<file path="src/design/gdr_pkg.sv">
// Shared constants, codes and types of the grid diffusion relaxation block.
package gdr_pkg;

  // Grid geometry
  localparam int GRID_SIZE = 32;
  localparam int IDX_W     = 5;
  localparam int CELLS     = GRID_SIZE * GRID_SIZE;
  localparam int ADDR_W    = 2 * IDX_W;
  localparam int FRAC_BITS = 16;

  // Field and register widths
  localparam int DATA_W    = 32;
  localparam int COUPLE_W  = 24;
  localparam int RECIP_W   = 16;
  localparam int SWEEP_W   = 10;
  localparam int CMD_W     = 2;
  localparam int CFG_IDX_W = 2;

  // Register reset values
  localparam logic [COUPLE_W-1:0] COUPLE_RST = COUPLE_W'(58982);
  localparam logic [RECIP_W-1:0]  RECIP_RST  = RECIP_W'(14247);
  localparam logic [SWEEP_W-1:0]  SWEEP_RST  = SWEEP_W'(300);

  // Register indexes
  localparam logic [CFG_IDX_W-1:0] REG_COUPLING = 2'd0;
  localparam logic [CFG_IDX_W-1:0] REG_RECIP    = 2'd1;
  localparam logic [CFG_IDX_W-1:0] REG_SWEEPS   = 2'd2;

  // Command codes
  localparam logic [CMD_W-1:0] CMD_WRITE = 2'd0;
  localparam logic [CMD_W-1:0] CMD_RUN   = 2'd1;
  localparam logic [CMD_W-1:0] CMD_READ  = 2'd2;

  // Status codes
  localparam logic [CMD_W-1:0] STAT_WRITTEN = 2'd0;
  localparam logic [CMD_W-1:0] STAT_DONE    = 2'd1;
  localparam logic [CMD_W-1:0] STAT_DATA    = 2'd2;

  // Datapath operations
  localparam int OP_W = 4;
  localparam logic [OP_W-1:0] OP_IDLE = 4'd0;
  localparam logic [OP_W-1:0] OP_CLR  = 4'd1;
  localparam logic [OP_W-1:0] OP_ADD  = 4'd2;
  localparam logic [OP_W-1:0] OP_MLO  = 4'd3;
  localparam logic [OP_W-1:0] OP_MHI  = 4'd4;
  localparam logic [OP_W-1:0] OP_PRND = 4'd5;
  localparam logic [OP_W-1:0] OP_TSUM = 4'd6;
  localparam logic [OP_W-1:0] OP_RLO  = 4'd7;
  localparam logic [OP_W-1:0] OP_RHI  = 4'd8;
  localparam logic [OP_W-1:0] OP_QRND = 4'd9;

  // Controller to datapath commands
  typedef struct packed {
    logic [OP_W-1:0]   op;
    logic [ADDR_W-1:0] den_addr;
    logic              den_we;
    logic              den_wzero;
    logic [ADDR_W-1:0] src_addr;
    logic              src_we;
    logic              src_wzero;
    logic              nb_ok;
    logic              out_load;
    logic              out_rd;
  } dp_cmd_t;

endpackage

</file>
<file path="src/design/gdr_ctrl.sv">
// Controller: clearing pass, command handling and the sweep sequencer.
module gdr_ctrl (
  input  logic                          clk_i,
  input  logic                          rst_ni,
  input  logic                          in_valid_i,
  output logic                          in_ready_o,
  input  logic [gdr_pkg::CMD_W-1:0]     in_cmd_i,
  input  logic [gdr_pkg::ADDR_W-1:0]    in_cell_i,
  input  logic [gdr_pkg::SWEEP_W-1:0]   sweep_count_i,
  output logic                          out_valid_o,
  input  logic                          out_ready_i,
  output logic [gdr_pkg::CMD_W-1:0]     out_status_o,
  output gdr_pkg::dp_cmd_t              dp_o
);

  localparam logic [1:0] ST_CLEAR = 2'd0;
  localparam logic [1:0] ST_IDLE  = 2'd1;
  localparam logic [1:0] ST_READ  = 2'd2;
  localparam logic [1:0] ST_RUN   = 2'd3;

  localparam int STEP_W = 4;
  localparam logic [STEP_W-1:0] STEP_LAST = 4'd12;
  localparam logic [gdr_pkg::ADDR_W-1:0] LAST_CELL = gdr_pkg::ADDR_W'(gdr_pkg::CELLS - 1);
  localparam logic [gdr_pkg::ADDR_W-1:0] ROW_STEP  = gdr_pkg::ADDR_W'(gdr_pkg::GRID_SIZE);
  localparam logic [gdr_pkg::IDX_W-1:0]  LAST_IDX  = gdr_pkg::IDX_W'(gdr_pkg::GRID_SIZE - 1);

  logic [1:0]                     state_q, state_d;
  logic [gdr_pkg::ADDR_W-1:0]     cell_q, cell_d;
  logic [gdr_pkg::SWEEP_W-1:0]    sweep_q, sweep_d;
  logic [STEP_W-1:0]              step_q, step_d;
  logic                           out_valid_q, out_valid_d;
  logic [gdr_pkg::CMD_W-1:0]      status_q, status_d;

  logic                           accept;
  logic [gdr_pkg::IDX_W-1:0]      row, col;
  logic                           up_ok, down_ok, left_ok, right_ok;

  assign in_ready_o = (state_q == ST_IDLE) && (!out_valid_q || out_ready_i);
  assign accept     = in_valid_i && in_ready_o;

  assign row      = cell_q[gdr_pkg::ADDR_W-1:gdr_pkg::IDX_W];
  assign col      = cell_q[gdr_pkg::IDX_W-1:0];
  assign up_ok    = (row != '0);
  assign down_ok  = (row != LAST_IDX);
  assign left_ok  = (col != '0);
  assign right_ok = (col != LAST_IDX);

  always_comb begin
    state_d     = state_q;
    cell_d      = cell_q;
    sweep_d     = sweep_q;
    step_d      = step_q;
    status_d    = status_q;
    out_valid_d = out_valid_q && !out_ready_i;
    dp_o           = '0;
    dp_o.op        = gdr_pkg::OP_IDLE;
    dp_o.den_addr  = in_cell_i;
    dp_o.src_addr  = in_cell_i;

    case (state_q)
      // Zero both grids, one cell a cycle
      ST_CLEAR: begin
        dp_o.den_addr  = cell_q;
        dp_o.src_addr  = cell_q;
        dp_o.den_we    = 1'b1;
        dp_o.src_we    = 1'b1;
        dp_o.den_wzero = 1'b1;
        dp_o.src_wzero = 1'b1;
        cell_d = cell_q + 1'b1;
        if (cell_q == LAST_CELL) begin
          state_d = ST_IDLE;
        end
      end

      // Take a command word
      ST_IDLE: begin
        if (accept) begin
          case (in_cmd_i)
            gdr_pkg::CMD_WRITE: begin
              dp_o.src_we   = 1'b1;
              dp_o.out_load = 1'b1;
              out_valid_d   = 1'b1;
              status_d      = gdr_pkg::STAT_WRITTEN;
            end
            gdr_pkg::CMD_RUN: begin
              if (sweep_count_i == '0) begin
                dp_o.out_load = 1'b1;
                out_valid_d   = 1'b1;
                status_d      = gdr_pkg::STAT_DONE;
              end else begin
                state_d = ST_RUN;
                cell_d  = '0;
                sweep_d = '0;
                step_d  = '0;
              end
            end
            gdr_pkg::CMD_READ: begin
              state_d = ST_READ;
            end
            default: ;
          endcase
        end
      end

      // Deliver the density cell read last cycle
      ST_READ: begin
        dp_o.out_load = 1'b1;
        dp_o.out_rd   = 1'b1;
        out_valid_d   = 1'b1;
        status_d      = gdr_pkg::STAT_DATA;
        state_d       = ST_IDLE;
      end

      // Sequence one cell update, then advance cell and sweep
      ST_RUN: begin
        dp_o.src_addr = cell_q;
        dp_o.den_addr = cell_q;
        step_d        = step_q + 1'b1;
        case (step_q)
          4'd0: begin
            dp_o.op       = gdr_pkg::OP_CLR;
            dp_o.den_addr = cell_q - ROW_STEP;
          end
          4'd1: begin
            dp_o.op       = gdr_pkg::OP_ADD;
            dp_o.nb_ok    = up_ok;
            dp_o.den_addr = cell_q + ROW_STEP;
          end
          4'd2: begin
            dp_o.op       = gdr_pkg::OP_ADD;
            dp_o.nb_ok    = down_ok;
            dp_o.den_addr = cell_q - 1'b1;
          end
          4'd3: begin
            dp_o.op       = gdr_pkg::OP_ADD;
            dp_o.nb_ok    = left_ok;
            dp_o.den_addr = cell_q + 1'b1;
          end
          4'd4: begin
            dp_o.op    = gdr_pkg::OP_ADD;
            dp_o.nb_ok = right_ok;
          end
          4'd5:  dp_o.op = gdr_pkg::OP_MLO;
          4'd6:  dp_o.op = gdr_pkg::OP_MHI;
          4'd7:  dp_o.op = gdr_pkg::OP_PRND;
          4'd8:  dp_o.op = gdr_pkg::OP_TSUM;
          4'd9:  dp_o.op = gdr_pkg::OP_RLO;
          4'd10: dp_o.op = gdr_pkg::OP_RHI;
          4'd11: dp_o.op = gdr_pkg::OP_QRND;
          default: begin
            dp_o.den_we = 1'b1;
            step_d      = '0;
            cell_d      = cell_q + 1'b1;
            if (cell_q == LAST_CELL) begin
              sweep_d = sweep_q + 1'b1;
              if (sweep_q == sweep_count_i - 1'b1) begin
                state_d       = ST_IDLE;
                dp_o.out_load = 1'b1;
                out_valid_d   = 1'b1;
                status_d      = gdr_pkg::STAT_DONE;
              end
            end
          end
        endcase
        if (step_q > STEP_LAST) begin
          step_d = '0;
        end
      end

      default: state_d = ST_IDLE;
    endcase
  end

  always_ff @(posedge clk_i or negedge rst_ni) begin
    if (!rst_ni) begin
      state_q     <= ST_CLEAR;
      cell_q      <= '0;
      sweep_q     <= '0;
      step_q      <= '0;
      out_valid_q <= 1'b0;
      status_q    <= gdr_pkg::STAT_WRITTEN;
    end else begin
      state_q     <= state_d;
      cell_q      <= cell_d;
      sweep_q     <= sweep_d;
      step_q      <= step_d;
      out_valid_q <= out_valid_d;
      status_q    <= status_d;
    end
  end

  assign out_valid_o  = out_valid_q;
  assign out_status_o = status_q;

endmodule
</file>
<file path="config.mk">
export PLATFORM = sky130hd
export DESIGN_NAME = gdr_ctrl
export DESIGN_NICKNAME = d
export VERILOG_FILES = /design/src/design/gdr_pkg.sv /design/src/design/gdr_ctrl.sv
export SDC_FILE = /design/constraint.sdc
export NUM_CORES = 1
export LEC_CHECK = 0
export ABC_AREA = 0
export BUFFER_PORTS_ARGS = -buffer_cell sky130_fd_sc_hd__buf_4
export CAP_MARGIN = 10
export CORE_ASPECT_RATIO = 1.1
export CORE_MARGIN = 2
export CORE_UTILIZATION = 30
export DETAILED_ROUTE_END_ITERATION = 8
export SKIP_CTS_REPAIR_TIMING = 1
export SYNTH_ARGS = -nofsm -noshare
export SYNTH_HDL_FRONTEND = slang
export SYNTH_SLANG_ARGS = --single-unit
</file>
<file path="constraint.sdc">
create_clock -name clk_i -period 3.3 [get_ports clk_i]
set_input_delay 0.495 -clock clk_i [delete_from_list [all_inputs] [get_ports clk_i]]
set_output_delay 0.495 -clock clk_i [all_outputs]
set_load 0.05 [all_outputs]
</file>
# Word-level counts from Yosys, hierarchy flattened

Index checks and enable logic that the tools add are counted.

Register bits: 29
Latch bits: 0
RAM bits: 0
Memory bits (read-only): 0
Input port bits: 26
Output and inout port bits: 35
Logic and storage cells: 121
Memories: 0

$add $sub $neg: 7
Multipliers: 0
Div/mod/pow operators: 0
$lt $le $gt $ge: 1
Equal/unequal tests: 31
Shifts and indexed selects: 0
Multiplexer cells: 53
Bitwise operators: 0
Reduce and logical (&&, ||, !) cells: 23

Operators with widths:

| cell                  | count |
|---|---|
| $mux 10               | 7 |
| $pmux 10 s4           | 1 |
| $pmux 4 s9            | 1 |
| $pmux 10 s3           | 1 |
| $mux 4                | 6 |
| $pmux 11 s2           | 1 |
| $add 10x1->10 const B | 2 |
| $pmux 10 s2           | 1 |
| $sub 10x1->10 const B | 2 |
| $eq 4x3->1 const B    | 4 |
| $eq 4x4->1 const B    | 4 |
| $mux 1                | 16 |
| $mux 2                | 8 |
| $reduce_and 7->1      | 2 |
| $ne 2x2->1 const B    | 6 |
| $reduce_or 12->1      | 1 |
| $add 10x6->10 const B | 1 |
| $eq 10x10->1          | 1 |
| $eq 10x10->1 const B  | 1 |
| $logic_not 10->1      | 1 |
| $ne 5x5->1 const B    | 2 |
| $reduce_bool 5->1     | 2 |
| $sub 10x6->10 const B | 1 |
| $eq 4x2->1 const B    | 2 |
| other kinds (27)      | 41 |

# Logic depth before layout (Yosys ltp)

Depth after elaboration: 6
Gate-level depth with buffers: 11
Gate-level depth less buffers: 10

# Least setup slack after synthesis

No wires, ideal clock.

Path type: reg2out
From: reg step_q[3]
To: out dp_o[25] in the netlist's numbering
Arrival time: 3,237 ps
Required time: 2,805 ps
Setup slack: -432 ps
Stages on the path, launching flop included: 12
Buffers on the path: 2
Path through: dfrtp_1 > clkbuf_1 > nor2_1 > clkbuf_1 > nand2_1 > ha_1 > a21o_1 > a21oi_1 > xnor2_1 > a222oi_1 > a2bb2oi_1 > o21ai_0

RTL lines:

| element                | line            | RTL |
|---|---|---|
| start, declared        | gdr_ctrl.sv:30  | `logic [STEP_W-1:0] step_q, step_d;` |
| start signal, assigned | gdr_ctrl.sv:186 | `step_q <= step_d;` |
| end, declared          | gdr_ctrl.sv:13  | `output gdr_pkg::dp_cmd_t dp_o` |

==> impl_metrics.py <==
metrics = {
    "route": {
        "via_per_inst": 5.648,
        "drc": 0,
        "drt_wl_total_um": 9623,
        "route.vias.total": 3321,
        "ant_nets": 0,
        "avgRoutedWirePerCell_um": 16.37,
        "first_pass_iters": 7,
        "drt_iter0_drc": 255,
    },
    "worst_setup_path": {
        "cp.arrival_ns": 2.70,
        "rr_startpoint": "cell_q[0]",
        "critical_path_class": "reg -> out",
        "critPathRequiredTime_ns": 2.80,
        "cp-startpoint": "step_q[1]",
        "worst_setup_path_end_kind": "output pin",
        "cp-start-kind": "register",
        "crit_fanout": 5,
    },
    "synth": {
        "ys_warn_count": 0,
        "yosysSeqAreaShare_pct": 23.55,
        "synth_area_sq_mm": 0.003082,
        "synth_flop_cell": "dfrtp_1",
        "synth.net_count": 451,
        "synthArstFlopShare_pct": 100.0,
        "syn_avg_cell_area_sq_um": 7.553,
        "synth_edf_count": 0,
        "synth-seq-cells": 29,
        "synth.distinct_cells": 65,
        "synthCells": 408,
    },
    "timing": {
        "slew_viol_final": 0,
        "fin_crit_sh_pct": 96.86,
        "setup-violations-final": 0,
        "tightest_slew_ns": 0.6481,
        "hold_viol": 0,
        "min_period_ns": 3.196,
        "setup_slack_ns": 0.1038,
        "fin_hold_ws_ns": 0.1481,
        "max_freq_ghz": 0.3129,
        "fin_setup_tns_ns": 0,
        "fin_skew_ns": 0.002936,
        "slew_headroom_pct": 56.23,
    },
    "status": {
        "run_status": "complete, no violations",
    },
    "pwr": {
        "irDropWorstVdd_mv": 0.5528,
        "p_leak_nw": 1.694,
        "powerDensity_mw_per_mm2": 845.9,
        "total_power_mw": 3.263,
    },
    "global_routing": {
        "grt_util_all_layers_pct": 17.66,
        "overflow": 0,
        "antenna_found_initial": 0,
        "grt_pass1_wl_um": 15790,
        "grt_pass1_vias": 3211,
        "grt_max_degree": 30,
    },
    "floorplan": {
        "dieArea_sq_mm": 0.01110,
        "io_pins": 61,
        "die-width_um": 100.6,
        "die_h_um": 110.3,
        "initial_core_util_pct": 31.01,
        "coreArea_sq_mm": 0.009937,
        "num_rows": 38,
    },
    "cells_and_area": {
        "syn_to_final_growth_pct": 25.17,
        "diodes": 0,
        "instances_no_fill": 588,
        "fillers": 1041,
        "drive_gt1_share_pct": 25.21,
        "nets": 510,
    },
    "placement": {
        "dp_hpwl_um": 7312,
        "dp_cells": 575,
        "port_buffers": 60,
        "dp_slack_ns": 0.05067,
        "gp_congestion": 0.9243,
    },
    "clock_tree": {
        "cts-root-buf": "clkbuf_8",
        "cts_tree": "built",
        "clk_path_buf_depth": 2,
        "ctsHtreeMaxLevel": 2,
        "numCtsBuffers": 5,
        "worstSkewPairLatency_ns": 0.28,
        "cts_sinks": 29,
        "path_clk_slew_ns": 0.06,
    },
    "hold_path": {
        "min_path_type": "in -> async",
    },
    "run": {
        "maxCapViolations": 0,
    },
}
## Yosys cell counts, drive strengths merged, types with 4 or more instances
| library cell | instances | area [sq um] |
|---|---|---|
| o21ai | 46 | 230.2 |
| and3 | 4 | 25.02 |
| o31ai | 7 | 52.55 |
| mux2 | 10 | 112.6 |
| or2 | 5 | 31.28 |
| a22oi | 5 | 37.54 |
| inv | 21 | 78.83 |
| a21oi | 16 | 80.08 |
| a221oi | 4 | 35.03 |
| xor2 | 5 | 43.79 |
| nand3 | 18 | 95.09 |
| nand2b | 6 | 37.54 |
| ha | 16 | 200.2 |
| xnor2 | 17 | 148.9 |
| and2 | 5 | 31.28 |
| clkbuf | 22 | 82.58 |
| or3 | 6 | 38.79 |
| a32oi | 5 | 51.30 |
| nor2 | 31 | 116.4 |
| nor3 | 21 | 105.1 |
| buf | 5 | 28.77 |
| a222oi | 4 | 40.04 |
| a21o | 6 | 45.04 |
| a31oi | 5 | 31.28 |
| dfrtp | 29 | 725.7 |
| nand2 | 39 | 146.4 |
## cells by family after synthesis
family                   synth area share (%)
AND/OR/NAND/NOR                         24.48
adder cells (fa/ha/maj)                 7.146
flip-flops                              23.55
multiplexers                            4.629
AO/OA/AOI/OAI                           27.65
XOR/XNOR                                6.252
buffers and inverters                   6.293
## critical path, cell delays in order, from the launching register on
cell and delay (ns):
dfrtp_1 0.42, inv_2 0.10, ha_4 0.16, nand2_4 0.07
fa_2 0.40, a21o_1 0.17, a21oi_2 0.18, mux2i_1 0.21
o22ai_1 0.10, a222oi_1 0.33, o21ai_2 0.10, buf_6 0.17
## registers in the layout, summed over array words and instances, names as in the netlist
| name | flops |
|---|---|
| out_status_o | 2 |
| out_valid_o | 1 |
| state_q | 2 |
| sweep_q | 10 |
| step_q | 4 |
| cell_q | 10 |
## per-stage QoR
| step | instance area, sq um | util (%) |
|---|---|---|
| after floorplan | 3090 | - |
| after global placement | 3684 | 37.07 |
| after detailed placement | 3684 | 37.07 |
| after CTS | 3785 | 38.09 |
| after global routing | 3857 | 38.82 |
| final | 3857 | 38.82 |
## cell usage in the layout, fill, tap and decap left out, types with 6 or more instances in the layout
master	n
a21oi_1	14
o31ai_1	7
dfrtp_1	29
nor3_1	21
xnor2_1	17
mux2_2	8
nand2_1	38
a21o_1	6
ha_1	15
clkbuf_8	7
nand2b_1	6
nand3_1	17
nor2_1	30
o21ai_0	41
inv_1	20
buf_4	78
## worst paths after layout
check	to	slack, ns	cells after the start
setup / recovery	dp_o[26]	0.10	11
hold / removal	sweep_q[6]	0.15	1
setup reg to reg	sweep_q[9]	0.60	7
hold reg to reg	out_status_o[1]	0.51	1
max in group asynchronous	cell_q[3]	2.86	1
min in group clk_i	state_q[0]	0.46	2
## layer usage
layer	vias to the layer above	track usage (%)	wire length, um
met5	-	0	0
met4	0	4.501	62
met3	8	2.522	678
met2	142	30.57	4586
met1	1560	23.11	4295
li1	1611	-	-
## report_power, final
part,switching [mW],internal [mW]
registers,0.0909,0.419
clock network,0.140,0.188
logic,1.60,0.824
## area by class of cell
cell class	count	area, sq um	area share [%]
multi-input combinational	330	2201	57.05
sequential	29	725.7	18.81
timing repair buffer	79	596.8	15.47
tap	120	150.1	3.892
clock buffer	7	96.34	2.498
inverter	22	82.58	2.141
clock inverter	1	5.005	0.1297
Note: power is estimated with default switching activity, not from simulation.
